File: src/rtl/sks_pkg.sv
// ----------------------------------------------------------------------------
// Sorted key set package
// Shared types and codes for the sorted key set table and its submodules.
// ----------------------------------------------------------------------------
package sks_pkg;

   localparam int KEY_W            = 32;
   localparam int CAPACITY_DEFAULT = 64;

   localparam logic [1:0] OP_INSERT = 2'd0;
   localparam logic [1:0] OP_DELETE = 2'd1;
   localparam logic [1:0] OP_SEARCH = 2'd2;

   localparam logic [2:0] ST_INSERTED  = 3'd0;
   localparam logic [2:0] ST_DUPLICATE = 3'd1;
   localparam logic [2:0] ST_FULL      = 3'd2;
   localparam logic [2:0] ST_DELETED   = 3'd3;
   localparam logic [2:0] ST_ABSENT    = 3'd4;
   localparam logic [2:0] ST_FOUND     = 3'd5;

   typedef struct packed {
      logic [1:0]              op;
      logic signed [KEY_W-1:0] key;
   } req_type;

   typedef struct packed {
      logic [2:0] status;
      logic       present;
      logic [6:0] entry_count;
   } rsp_type;

   typedef struct packed {
      logic rd_en;
      logic wr_en;
   } mem_ctl_type;

   typedef struct packed {
      logic lt;
      logic eq;
   } cmp_type;

   typedef enum logic [2:0] {
      SEQ_IDLE,
      SEQ_SRCH_RD,
      SEQ_SRCH_CMP,
      SEQ_DECIDE,
      SEQ_SHIFT_RD,
      SEQ_SHIFT_WR,
      SEQ_WRITE_KEY
   } seq_state_type;

endpackage

File: src/rtl/sks_key_store.sv
// ----------------------------------------------------------------------------
// Sorted key set key store
// Single write port, single registered read port memory for the keys.
// ----------------------------------------------------------------------------
module sks_key_store #(
   parameter int DEPTH = sks_pkg::CAPACITY_DEFAULT,
   parameter int AW    = $clog2(DEPTH)
) (
   input  logic                            clock,
   input  sks_pkg::mem_ctl_type            ctl,
   input  logic [AW-1:0]                   rd_addr,
   input  logic [AW-1:0]                   wr_addr,
   input  logic signed [sks_pkg::KEY_W-1:0] wr_data,
   output logic signed [sks_pkg::KEY_W-1:0] rd_data
);

   logic signed [sks_pkg::KEY_W-1:0] mem [DEPTH];
   logic signed [sks_pkg::KEY_W-1:0] rd_data_ff;

   always_ff @(posedge clock) begin
      if (ctl.wr_en) begin
         mem[wr_addr] <= wr_data;
      end
   end

   always_ff @(posedge clock) begin
      if (ctl.rd_en) begin
         rd_data_ff <= mem[rd_addr];
      end
   end

   assign rd_data = rd_data_ff;

endmodule

File: src/rtl/sks_compare.sv
// ----------------------------------------------------------------------------
// Sorted key set compare unit
// Signed two's complement compare of a stored key against the request key.
// ----------------------------------------------------------------------------
module sks_compare (
   input  logic signed [sks_pkg::KEY_W-1:0] stored_key,
   input  logic signed [sks_pkg::KEY_W-1:0] probe_key,
   output sks_pkg::cmp_type                 result
);

   always_comb begin
      result.lt = (stored_key < probe_key);
      result.eq = (stored_key == probe_key);
   end

endmodule

File: src/rtl/sks_sequencer.sv
// ----------------------------------------------------------------------------
// Sorted key set sequencer
// Walks the store to find the key position; an insert or delete then shifts
// entries one at a time to open or close a slot. One result per transfer.
// ----------------------------------------------------------------------------
module sks_sequencer #(
   parameter int CAPACITY = sks_pkg::CAPACITY_DEFAULT,
   parameter int AW       = $clog2(CAPACITY),
   parameter int CW       = $clog2(CAPACITY + 1)
) (
   input  logic                             clock,
   input  logic                             reset,
   input  logic                             start,
   input  sks_pkg::req_type                 req,
   output logic                             busy,
   output logic                             rsp_valid,
   output sks_pkg::rsp_type                 rsp,
   output sks_pkg::mem_ctl_type             mem_ctl,
   output logic [AW-1:0]                    mem_rd_addr,
   output logic [AW-1:0]                    mem_wr_addr,
   output logic signed [sks_pkg::KEY_W-1:0] mem_wr_data,
   input  logic signed [sks_pkg::KEY_W-1:0] mem_rd_data,
   output logic signed [sks_pkg::KEY_W-1:0] cmp_probe,
   input  sks_pkg::cmp_type                 cmp_result
);

   localparam logic [CW:0] CAP_X = (CW+1)'(CAPACITY);

   sks_pkg::seq_state_type state_ff, state_in;
   logic [1:0]                    op_ff, op_in;
   logic signed [sks_pkg::KEY_W-1:0] key_ff, key_in;
   logic [CW-1:0]                 idx_ff, idx_in;
   logic [CW-1:0]                 pos_ff, pos_in;
   logic [CW-1:0]                 count_ff, count_in;
   logic                          hit_ff, hit_in;
   logic                          rsp_valid_ff, rsp_valid_in;
   sks_pkg::rsp_type              rsp_ff, rsp_in;

   logic [CW:0] idx_x, pos_x, count_x;
   logic [CW:0] idx_dn_x, idx_up_x, idx_up2_x;
   logic        is_insert;

   assign idx_x     = {1'b0, idx_ff};
   assign pos_x     = {1'b0, pos_ff};
   assign count_x   = {1'b0, count_ff};
   assign idx_dn_x  = idx_x - (CW+1)'(1);
   assign idx_up_x  = idx_x + (CW+1)'(1);
   assign idx_up2_x = idx_x + (CW+1)'(2);
   assign is_insert = (op_ff == sks_pkg::OP_INSERT);

   always_ff @(posedge clock) begin
      if (reset) begin
         state_ff     <= sks_pkg::SEQ_IDLE;
         count_ff     <= '0;
         rsp_valid_ff <= 1'b0;
      end else begin
         state_ff     <= state_in;
         count_ff     <= count_in;
         rsp_valid_ff <= rsp_valid_in;
      end
   end

   always_ff @(posedge clock) begin
      op_ff  <= op_in;
      key_ff <= key_in;
      idx_ff <= idx_in;
      pos_ff <= pos_in;
      hit_ff <= hit_in;
      rsp_ff <= rsp_in;
   end

   always_comb begin
      state_in      = state_ff;
      op_in         = op_ff;
      key_in        = key_ff;
      idx_in        = idx_ff;
      pos_in        = pos_ff;
      count_in      = count_ff;
      hit_in        = hit_ff;
      rsp_valid_in  = 1'b0;
      rsp_in        = rsp_ff;
      mem_ctl.rd_en = 1'b0;
      mem_ctl.wr_en = 1'b0;
      mem_rd_addr   = idx_ff[AW-1:0];
      mem_wr_addr   = idx_ff[AW-1:0];
      mem_wr_data   = mem_rd_data;

      case (state_ff)
         sks_pkg::SEQ_IDLE: begin
            if (start) begin
               op_in    = req.op;
               key_in   = req.key;
               idx_in   = '0;
               state_in = sks_pkg::SEQ_SRCH_RD;
            end
         end
         sks_pkg::SEQ_SRCH_RD: begin
            if (idx_ff == count_ff) begin
               pos_in   = idx_ff;
               hit_in   = 1'b0;
               state_in = sks_pkg::SEQ_DECIDE;
            end else begin
               mem_ctl.rd_en = 1'b1;
               state_in      = sks_pkg::SEQ_SRCH_CMP;
            end
         end
         sks_pkg::SEQ_SRCH_CMP: begin
            if (cmp_result.lt) begin
               idx_in   = idx_up_x[CW-1:0];
               state_in = sks_pkg::SEQ_SRCH_RD;
            end else begin
               pos_in   = idx_ff;
               hit_in   = cmp_result.eq;
               state_in = sks_pkg::SEQ_DECIDE;
            end
         end
         sks_pkg::SEQ_DECIDE: begin
            state_in = sks_pkg::SEQ_IDLE;
            if (is_insert) begin
               if (hit_ff) begin
                  rsp_valid_in   = 1'b1;
                  rsp_in.status  = sks_pkg::ST_DUPLICATE;
                  rsp_in.present = 1'b1;
               end else if (count_x == CAP_X) begin
                  rsp_valid_in   = 1'b1;
                  rsp_in.status  = sks_pkg::ST_FULL;
                  rsp_in.present = 1'b0;
               end else begin
                  idx_in = count_ff;
                  if (count_ff == pos_ff) begin
                     state_in = sks_pkg::SEQ_WRITE_KEY;
                  end else begin
                     state_in = sks_pkg::SEQ_SHIFT_RD;
                  end
               end
            end else if (op_ff == sks_pkg::OP_DELETE) begin
               if (!hit_ff) begin
                  rsp_valid_in   = 1'b1;
                  rsp_in.status  = sks_pkg::ST_ABSENT;
                  rsp_in.present = 1'b0;
               end else begin
                  idx_in = pos_ff;
                  if (pos_x + (CW+1)'(1) == count_x) begin
                     count_in       = count_ff - CW'(1);
                     rsp_valid_in   = 1'b1;
                     rsp_in.status  = sks_pkg::ST_DELETED;
                     rsp_in.present = 1'b0;
                  end else begin
                     state_in = sks_pkg::SEQ_SHIFT_RD;
                  end
               end
            end else begin
               rsp_valid_in   = 1'b1;
               rsp_in.status  = hit_ff ? sks_pkg::ST_FOUND : sks_pkg::ST_ABSENT;
               rsp_in.present = hit_ff;
            end
         end
         sks_pkg::SEQ_SHIFT_RD: begin
            mem_ctl.rd_en = 1'b1;
            mem_rd_addr   = is_insert ? idx_dn_x[AW-1:0] : idx_up_x[AW-1:0];
            state_in      = sks_pkg::SEQ_SHIFT_WR;
         end
         sks_pkg::SEQ_SHIFT_WR: begin
            mem_ctl.wr_en = 1'b1;
            mem_wr_data   = mem_rd_data;
            if (is_insert) begin
               idx_in = idx_dn_x[CW-1:0];
               if (idx_dn_x == pos_x) begin
                  state_in = sks_pkg::SEQ_WRITE_KEY;
               end else begin
                  state_in = sks_pkg::SEQ_SHIFT_RD;
               end
            end else begin
               idx_in = idx_up_x[CW-1:0];
               if (idx_up2_x == count_x) begin
                  count_in       = count_ff - CW'(1);
                  rsp_valid_in   = 1'b1;
                  rsp_in.status  = sks_pkg::ST_DELETED;
                  rsp_in.present = 1'b0;
                  state_in       = sks_pkg::SEQ_IDLE;
               end else begin
                  state_in = sks_pkg::SEQ_SHIFT_RD;
               end
            end
         end
         sks_pkg::SEQ_WRITE_KEY: begin
            mem_ctl.wr_en  = 1'b1;
            mem_wr_addr    = pos_ff[AW-1:0];
            mem_wr_data    = key_ff;
            count_in       = count_ff + CW'(1);
            rsp_valid_in   = 1'b1;
            rsp_in.status  = sks_pkg::ST_INSERTED;
            rsp_in.present = 1'b1;
            state_in       = sks_pkg::SEQ_IDLE;
         end
         default: begin
            state_in = sks_pkg::SEQ_IDLE;
         end
      endcase

      rsp_in.entry_count = 7'(count_in);
   end

   assign busy      = (state_ff != sks_pkg::SEQ_IDLE);
   assign rsp_valid = rsp_valid_ff;
   assign rsp       = rsp_ff;
   assign cmp_probe = key_ff;

`ifndef SYNTHESIS
   a_count_bound: assert property (@(posedge clock) disable iff (reset)
      {1'b0, count_ff} <= CAP_X)
      else $error("entry count exceeds capacity");

   a_rsp_after_work: assert property (@(posedge clock) disable iff (reset)
      rsp_valid_ff |-> ($past(state_ff) != sks_pkg::SEQ_IDLE))
      else $error("result strobe without an operation in progress");

   a_count_with_rsp: assert property (@(posedge clock) disable iff (reset)
      (!$past(reset) && (count_ff != $past(count_ff))) |-> rsp_valid_ff)
      else $error("entry count changed without a result");

   a_start_busy: assert property (@(posedge clock) disable iff (reset)
      (start && !busy) |=> busy)
      else $error("accepted transfer did not raise busy");
`endif

endmodule

File: src/rtl/sorted_key_set_table.sv
// ----------------------------------------------------------------------------
// Sorted key set table
// Holds up to CAPACITY distinct signed keys in ascending order and serves
// insert, delete and search requests, one result per request.
// ----------------------------------------------------------------------------
//  Channel   Ports                      Transfer
//  request   start, busy, req           start high while busy low
//  result    rsp_valid, rsp             rsp_valid high for one cycle
//
//  A request reads and compares the stored keys in ascending order up to its
//  position; an insert or delete then moves the entries above it one at a
//  time, each by a read and then a write of the registered key store.
//  Reset is synchronous and empties the set at once; there is no clearing pass.
//  Busy stays high until the result is issued; the receiver cannot stall.
// ----------------------------------------------------------------------------
module sorted_key_set_table #(
   parameter int CAPACITY = sks_pkg::CAPACITY_DEFAULT
) (
   input  logic             clock,
   input  logic             reset,
   input  logic             start,
   input  sks_pkg::req_type req,
   output logic             busy,
   output logic             rsp_valid,
   output sks_pkg::rsp_type rsp
);

   localparam int AW = $clog2(CAPACITY);
   localparam int CW = $clog2(CAPACITY + 1);

   sks_pkg::mem_ctl_type             mem_ctl;
   logic [AW-1:0]                    mem_rd_addr;
   logic [AW-1:0]                    mem_wr_addr;
   logic signed [sks_pkg::KEY_W-1:0] mem_wr_data;
   logic signed [sks_pkg::KEY_W-1:0] mem_rd_data;
   logic signed [sks_pkg::KEY_W-1:0] cmp_probe;
   sks_pkg::cmp_type                 cmp_result;

   sks_sequencer #(
      .CAPACITY (CAPACITY),
      .AW       (AW),
      .CW       (CW)
   ) u_seq (
      .clock       (clock),
      .reset       (reset),
      .start       (start),
      .req         (req),
      .busy        (busy),
      .rsp_valid   (rsp_valid),
      .rsp         (rsp),
      .mem_ctl     (mem_ctl),
      .mem_rd_addr (mem_rd_addr),
      .mem_wr_addr (mem_wr_addr),
      .mem_wr_data (mem_wr_data),
      .mem_rd_data (mem_rd_data),
      .cmp_probe   (cmp_probe),
      .cmp_result  (cmp_result)
   );

   sks_key_store #(
      .DEPTH (CAPACITY),
      .AW    (AW)
   ) u_store (
      .clock   (clock),
      .ctl     (mem_ctl),
      .rd_addr (mem_rd_addr),
      .wr_addr (mem_wr_addr),
      .wr_data (mem_wr_data),
      .rd_data (mem_rd_data)
   );

   sks_compare u_cmp (
      .stored_key (mem_rd_data),
      .probe_key  (cmp_probe),
      .result     (cmp_result)
   );

endmodule
File: config.mk
export PLATFORM = sky130hd
export DESIGN_NAME = sorted_key_set_table
export DESIGN_NICKNAME = d
export VERILOG_FILES = /design/src/rtl/sks_pkg.sv /design/src/rtl/sks_key_store.sv /design/src/rtl/sks_compare.sv /design/src/rtl/sks_sequencer.sv /design/src/rtl/sorted_key_set_table.sv
export SDC_FILE = /design/constraint.sdc
export NUM_CORES = 2
export LEC_CHECK = 0
export ABC_AREA = 1
export BUFFER_PORTS_ARGS = -buffer_cell sky130_fd_sc_hd__buf_4
export CORE_ASPECT_RATIO = 2
export CORE_MARGIN = 1.5
export CORE_UTILIZATION = 30
export CTS_BUF_LIST = sky130_fd_sc_hd__clkbuf_8
export CTS_CLUSTER_SIZE = 10
export DETAILED_ROUTE_END_ITERATION = 8
export SETUP_SLACK_MARGIN = 0.15
export SYNTH_ARGS = -nofsm -noshare
export SYNTH_HDL_FRONTEND = slang
export SYNTH_HIERARCHICAL = 1
export SYNTH_SLANG_ARGS = --single-unit
File: constraint.sdc
create_clock -name clock -period 5.1 [get_ports clock]
set_clock_uncertainty 0.15 [all_clocks]
set_input_delay 0.765 -clock clock [delete_from_list [all_inputs] [get_ports clock]]
set_output_delay 0.765 -clock clock [all_outputs]
set_load 0.02 [all_outputs]
=== Word level (Yosys, flattened, before mapping) ===
Memory sizes are Yosys's and may differ from the RTL's. A register that Yosys moved wholly into a read port is not among the register bits.
Index checks and enable logic that the tools add are counted.

* Mux-type cells: 64
* Add/sub/neg operators: 6
* Equal/unequal tests: 26
* Shifts and indexed selects: 0
* Bitwise operators: 0
* Div/mod/pow operators: 0
* Reductions and logical operators: 11
* Multipliers: 0
* Order comparisons: 1

{| class="wikitable"
|+ Operators by type and width
! operator !! number
|-
| $mux W7 || 16
|-
| $eq A32 B32 Y1 || 1
|-
| $lt A32 B32 Y1 || 1
|-
| $mux W32 || 1
|-
| $mux W4 || 8
|-
| $pmux W7 S4 || 1
|-
| $mux W3 || 9
|-
| $eq A8 B7 Y1 || 3
|-
| $pmux W7 S3 || 1
|-
| $mux W6 || 3
|-
| $pmux W3 S6 || 1
|-
| $mux W1 || 16
|-
| $add A7 B1 Y7 const B || 2
|-
| $eq A7 B7 Y1 || 2
|-
| $pmux W7 S2 || 1
|-
| $pmux W4 S3 || 1
|-
| $eq A3 B3 Y1 const B || 3
|-
| $add A7 B1 Y8 const B || 1
|-
| $add A7 B2 Y8 const B || 1
|-
| $ne A2 B2 Y1 const B || 4
|-
| $sub A7 B1 Y8 const B || 1
|-
| $eq A7 B7 Y1 const B || 1
|-
| $reduce_and A7 Y1 || 1
|-
| $sub A7 B1 Y7 const B || 1
|-
| 20 further kinds || 28
|}

* Register bits after elaboration: 71
* Memories kept: 1
* Output and inout bits: 13
* ROM bits: 0
* Bits in latches: 0
* RAM bits: 2,048
* Word-level logic and storage cells: 120
* Input port bits: 37

{| class="wikitable"
|+ Memories
! name !! depth !! bits a word !! rd ports !! clocked after memory_dff !! write ports !! line !! source
|-
| u_store.mem || 64 || 32 || 1 || 1 || 1 || sks_key_store.sv:17 || <nowiki>logic signed [sks_pkg::KEY_W-1:0] mem [DEPTH];</nowiki>
|}

=== Longest topological paths before layout ===
* Word-level depth: 7
* Gate-level depth with buffers: 20
* Gate-level depth less buffers: 20

=== By module ===
Netlist, hierarchy kept.

{| class="wikitable"
|+ Modules (own cells, without submodules)
! module !! cells an instance !! area each (um^2) !! seq. area each (um^2) !! instances
|-
| sks_key_store || 6,769 || 83,058.4 || 62,459.9 || 1
|-
| sks_sequencer || 607 || 4,571.9 || 1,951.9 || 1
|-
| sks_compare || 144 || 885.8 || 0.0 || 1
|}

=== Worst setup path after synthesis ===
Ideal clock, no wire load.

* Kind: register to register
* Start: register u_seq.state_ff[2]
* End: memory u_store/mem[50][0] (netlist name) (enable)
* Clock period less this slack: 5.275 ns
* Library setup time: 0.503 ns
* Data arrival time: 4.622 ns
* Setup slack: -0.175 ns
* Path buffers: 2
* Stages on the path, launching flop included: 9
* Required time: 4.447 ns
* Path through: dfxtp_1 -> nand2_1 -> nor2_1 -> clkbuf_1 -> nand2_1 -> o21ai_0 -> clkbuf_1 -> inv_1 -> nor4_1

* Elaborated cells between the ends (all ways): 7
* Those cells by class: eq/ne (2); mux (4); reduce/logical (1)

{| class="wikitable"
|+ RTL lines
! item !! line !! source
|-
| start, declared || sks_sequencer.sv:29 || <nowiki>sks_pkg::seq_state_type state_ff, state_in;</nowiki>
|-
| start signal, assigned || sks_sequencer.sv:53 || <nowiki>state_ff <= sks_pkg::SEQ_IDLE;</nowiki>
|-
| start signal, assigned || sks_sequencer.sv:57 || <nowiki>state_ff <= state_in;</nowiki>
|-
| $eq A3 B3 Y1 || sks_sequencer.sv:88 || <nowiki>case (state_ff)</nowiki>
|-
| $mux W6 || sks_sequencer.sv:88 ||
|-
| net mem_wr_addr[1] || sorted_key_set_table.sv:33 || <nowiki>logic [AW-1:0] mem_wr_addr;</nowiki>
|-
| end, declared || sks_key_store.sv:17 ||
|}

The timed path passes the listed nets, and every way through them passes these cells.

=== Final worst setup path ===
* Start: register u_seq.idx_ff[1]
* End: register u_store.rd_data_ff, in the netlist u_store/rd_data[19], read port of u_store.mem (data pin)

* Longest elaborated chain between the ends: 3
* Elaborated cells between the ends (all ways): 7
* Those cells by class: add/sub (2); eq/ne (1); mux (4)

{| class="wikitable"
|+ Ends and longest elaborated chain
! item !! line !! source
|-
| start, declared || sks_sequencer.sv:32 || <nowiki>logic [CW-1:0] idx_ff, idx_in;</nowiki>
|-
| start signal, assigned || sks_sequencer.sv:66 || <nowiki>idx_ff <= idx_in;</nowiki>
|-
| $add A7 B1 Y7 / $sub A7 B1 Y8 (equally long branches) || sks_sequencer.sv:47, sks_sequencer.sv:46 ||
|-
| $mux W6 || sks_sequencer.sv:160 || <nowiki>mem_rd_addr = is_insert ? idx_dn_x[AW-1:0] : idx_up_x[AW-1:0];</nowiki>
|-
| $mux W6 (*) || sks_sequencer.sv:88 ||
|-
| net mem_rd_addr[1] || sorted_key_set_table.sv:32 || <nowiki>logic [AW-1:0] mem_rd_addr;</nowiki>
|-
| end, declared || sks_key_store.sv:18 || <nowiki>logic signed [sks_pkg::KEY_W-1:0] rd_data_ff;</nowiki>
|}

Mark *: on every way through the listed nets, which the timed path passes. The rest lies on a longest branch.
A chain may end at the register's enable or synchronous reset.

==> reports/results.ini <==
[layout]
drive_above_1_share_pct=9.30
nets=7685
syn_to_final_growth_pct=12.1
stdcell_count=11600
fin_util_pct=33.8
fill_cells=28700

[synthesis]
synth_area_leaders=edfxtp_1 72%, nand3_1 11%, nand2_1 11%
yosysSeqAreaShare_pct=72.8
synth_most_common_cell=nand2_1
synth_flop_cell=edfxtp_1
yosys-top-cells-count=2516 x nand2_1, 2133 x edfxtp_1, 1953 x nand3_1
syn-mean-instance-area_um2=11.8
netlist_area_um2=88500
ys_types=45
async_flop_share_pct=0
synth_edf_count=2133
synth_cells=7520
yosysTopAreaCell=edfxtp_1
synthesis.nets=7597
synth_top_area_share_pct=72.4
ys_ff_latch=2151
ys_warn_count=6

[sta]
finalMaxSlewViolations=0
fin_setup_tns_ns=0
worst_slew_pin_slew_ns=1.26
post-route-period-util_pct=80.0
fmax_mhz=245
grt_setup_unrepaired=false
finalCriticalPeriod_ns=4.08
setup_violations=0
maxSlewHeadroom_pct=15.8
finalHoldViolations=0

[critical_path]
ff2ff_setup_slack_ns=1.02
r2r-end=u_store/rd_data[19]
path_class=flip-flop to flip-flop
crit_fanout=149
rr_worst_depth=12
crit_arrival_ns=4.64
r2r_start=u_seq/idx_ff[1]
crit_required_ns=5.66
cp-end-kind=flip-flop
start_kind=flip-flop

[drt]
via_per_inst=5.13
via_count=59500
avgRoutedWirePerCell_um=22.5
drt-initial-drc-count=5758
drc=0
postRouteAntennaNets=0
dr.pass1.iters=8
wirelength_mm=261

[power]
p_seq_share_pct=52.5
power_switching_share_pct=29.3
p_switching_mw=11.3
power_density_nw_per_um2=390
clkPwrFrac_pct=30.5
power_leakage_nw=34.9
combPwrFrac_pct=17.0
peakVddDrop_uv=194
internal_power_mw=27.4

[global_routing]
antenna_found_initial=5
grt-ovfl-total=0
grtUsageMet2_pct=32.2
gr-max-usage-layer=met2
use_met1_pct=18.5
grt_pass1_vias=58800
grt_pass1_wl_mm=383
use_met3_pct=2.06
groute.usage.overall_pct=17.0
grt_max_degree=188

[cts]
clockBufferDepth=4
clock_latency_ns=0.97
htree_levels=5
post_cts_buffers=0
ctsRootBufferMaster=clkbuf_8
cts_sinks=2151
ctsHoldBuffers=35
numCtsBuffers=283
tritoncts=built
clkTransAtPathRegs_ns=0.08
postCtsResizedCells=0

[floorplan]
initial_utilization_pct=30.2
die_y_um=771
dieArea_um2=299000
io_pins=50
row_count=281
die_x_um=387
core_um2=293000

[min_path]
whs_path_depth=5
worstHoldStart=start
holdPathEnd=u_seq/state_ff[1]
hold_class=input port to flip-flop

[placed_design]
place.port_buffers=49
dp_hpwl_mm=151
place_inst=11100
place.gp.congestion=0.918

[job]
cap_violations=0

[run_status]
outcome=finished, final reports clean

==> cell type report <==
class	instances	area (µm²)	area share (%)
clock inverter	157	757	0.763
tap	3820	4780	4.82
antenna	3	7.51	0.00757
sequential	2151	64400	64.9
multi-input combinational	4776	21900	22.1
timing repair buffer	276	2790	2.81
clock buffer	294	4050	4.08
inverter	120	495	0.500
==> worst max-delay path: stages (launching register included) <==
cell,delay [ns]
edfxtp_1,0.53
inv_1,0.16
ha_1,0.35
xor2_1,0.23
o21ai_4,0.47
buf_12,0.53
nand3_1,0.17
nand3_1,0.13
nand3_1,0.19
nand3_1,0.35
nand2_1,0.11
nand2_1,0.07
nand2_1,0.07
==> sequential cells by signal, summed over array words and instances (netlist names) <==
register,flops
u_seq/rsp_valid,1
u_seq/count_ff,7
u_seq/idx_ff,7
u_seq/cmp_probe,32
u_store/rd_data,32
u_seq/rsp,11
u_seq/pos_ff,7
u_seq/hit_ff,1
u_seq/state_ff,3
u_seq/op_ff,2
u_store/mem,2048
==> metal layers <==
layer	share of wire [%]	wire, µm
met4	5.0	13100
met5	0.0046	12
met3	6.2	16200
met2	54	140000
met1	35	91600
==> per-stage QoR <==
step | area, µm² | hold WS [ns] | setup WS (ns) | total power [mW]
floorplan | 88500 | 0.271 | -0.175 | 24.8
finish | 99200 | 0.0854 | 1.02 | 38.7
global placement | 94000 | 0.392 | 1.26 | 27.1
CTS | 99200 | 0.0146 | 1.16 | 38.9
global route | 99200 | 0.133 | 0.994 | 40.1
detailed placement | 94000 | 0.398 | 1.21 | 27.2
==> cells in the final DEF (no fill, tap or decap), types with 8 or more instances in the layout <==
cell type,netlist,final
edfxtp_1,2133,2133
xor2_1,20,19
clkinvlp_4,0,8
nand3_1,1953,1953
clkinv_2,1,19
o21ai_0,31,25
inv_1,100,176
buf_12,0,50
nand4_1,28,28
buf_4,50,191
ha_1,40,40
nor3_1,10,10
inv_2,14,13
dlygate4sd3_1,0,35
clkinv_1,2,49
clkbuf_8,0,294
dfxtp_1,18,18
nor2_4,4,62
nand2_2,7,39
nor2_1,97,39
a21oi_1,20,20
nor4_2,0,8
nand2_1,2516,2484
==> worst max path at each step <==
stage                 startpoint                  end  cells after the start
2_1_floorplan  u_seq/state_ff[2]   u_store/mem[50][0]                      8
3_3_place_gp     u_seq/idx_ff[0]  u_store/rd_data[19]                     12
3_5_place_dp     u_seq/idx_ff[1]  u_store/rd_data[19]                     12
4_1_cts          u_seq/idx_ff[0]  u_store/rd_data[19]                     12
5_1_grt          u_seq/idx_ff[1]  u_store/rd_data[19]                     12
6_report         u_seq/idx_ff[1]  u_store/rd_data[19]                     12
==> power groups by stage <==
stage | clock network (mW) | registers (mW) | logic (mW)
finish | 11.8 | 20.3 | 6.57
global route | 12.7 | 20.3 | 7.16
CTS | 12.1 | 20.3 | 6.54
global placement | 0 | 20.7 | 6.41
floorplan | 0 | 20.6 | 4.20
detailed placement | 0 | 20.7 | 6.49
==> logic make-up (layout without fill, tap and decap cells) <==
kind of cell	Yosys count	count (layout)	synth area share, %
AND/OR/NAND/NOR	4643	4643	22.8
flip-flops	2151	2151	72.8
buffers and inverters	593	847	3.22
AO/OA/AOI/OAI	69	69	0.440
adder cells (fa/ha/maj)	40	40	0.565
XOR/XNOR	24	24	0.237
other	0	3	0
No activity file was read; power rests on OpenSTA's default activity.
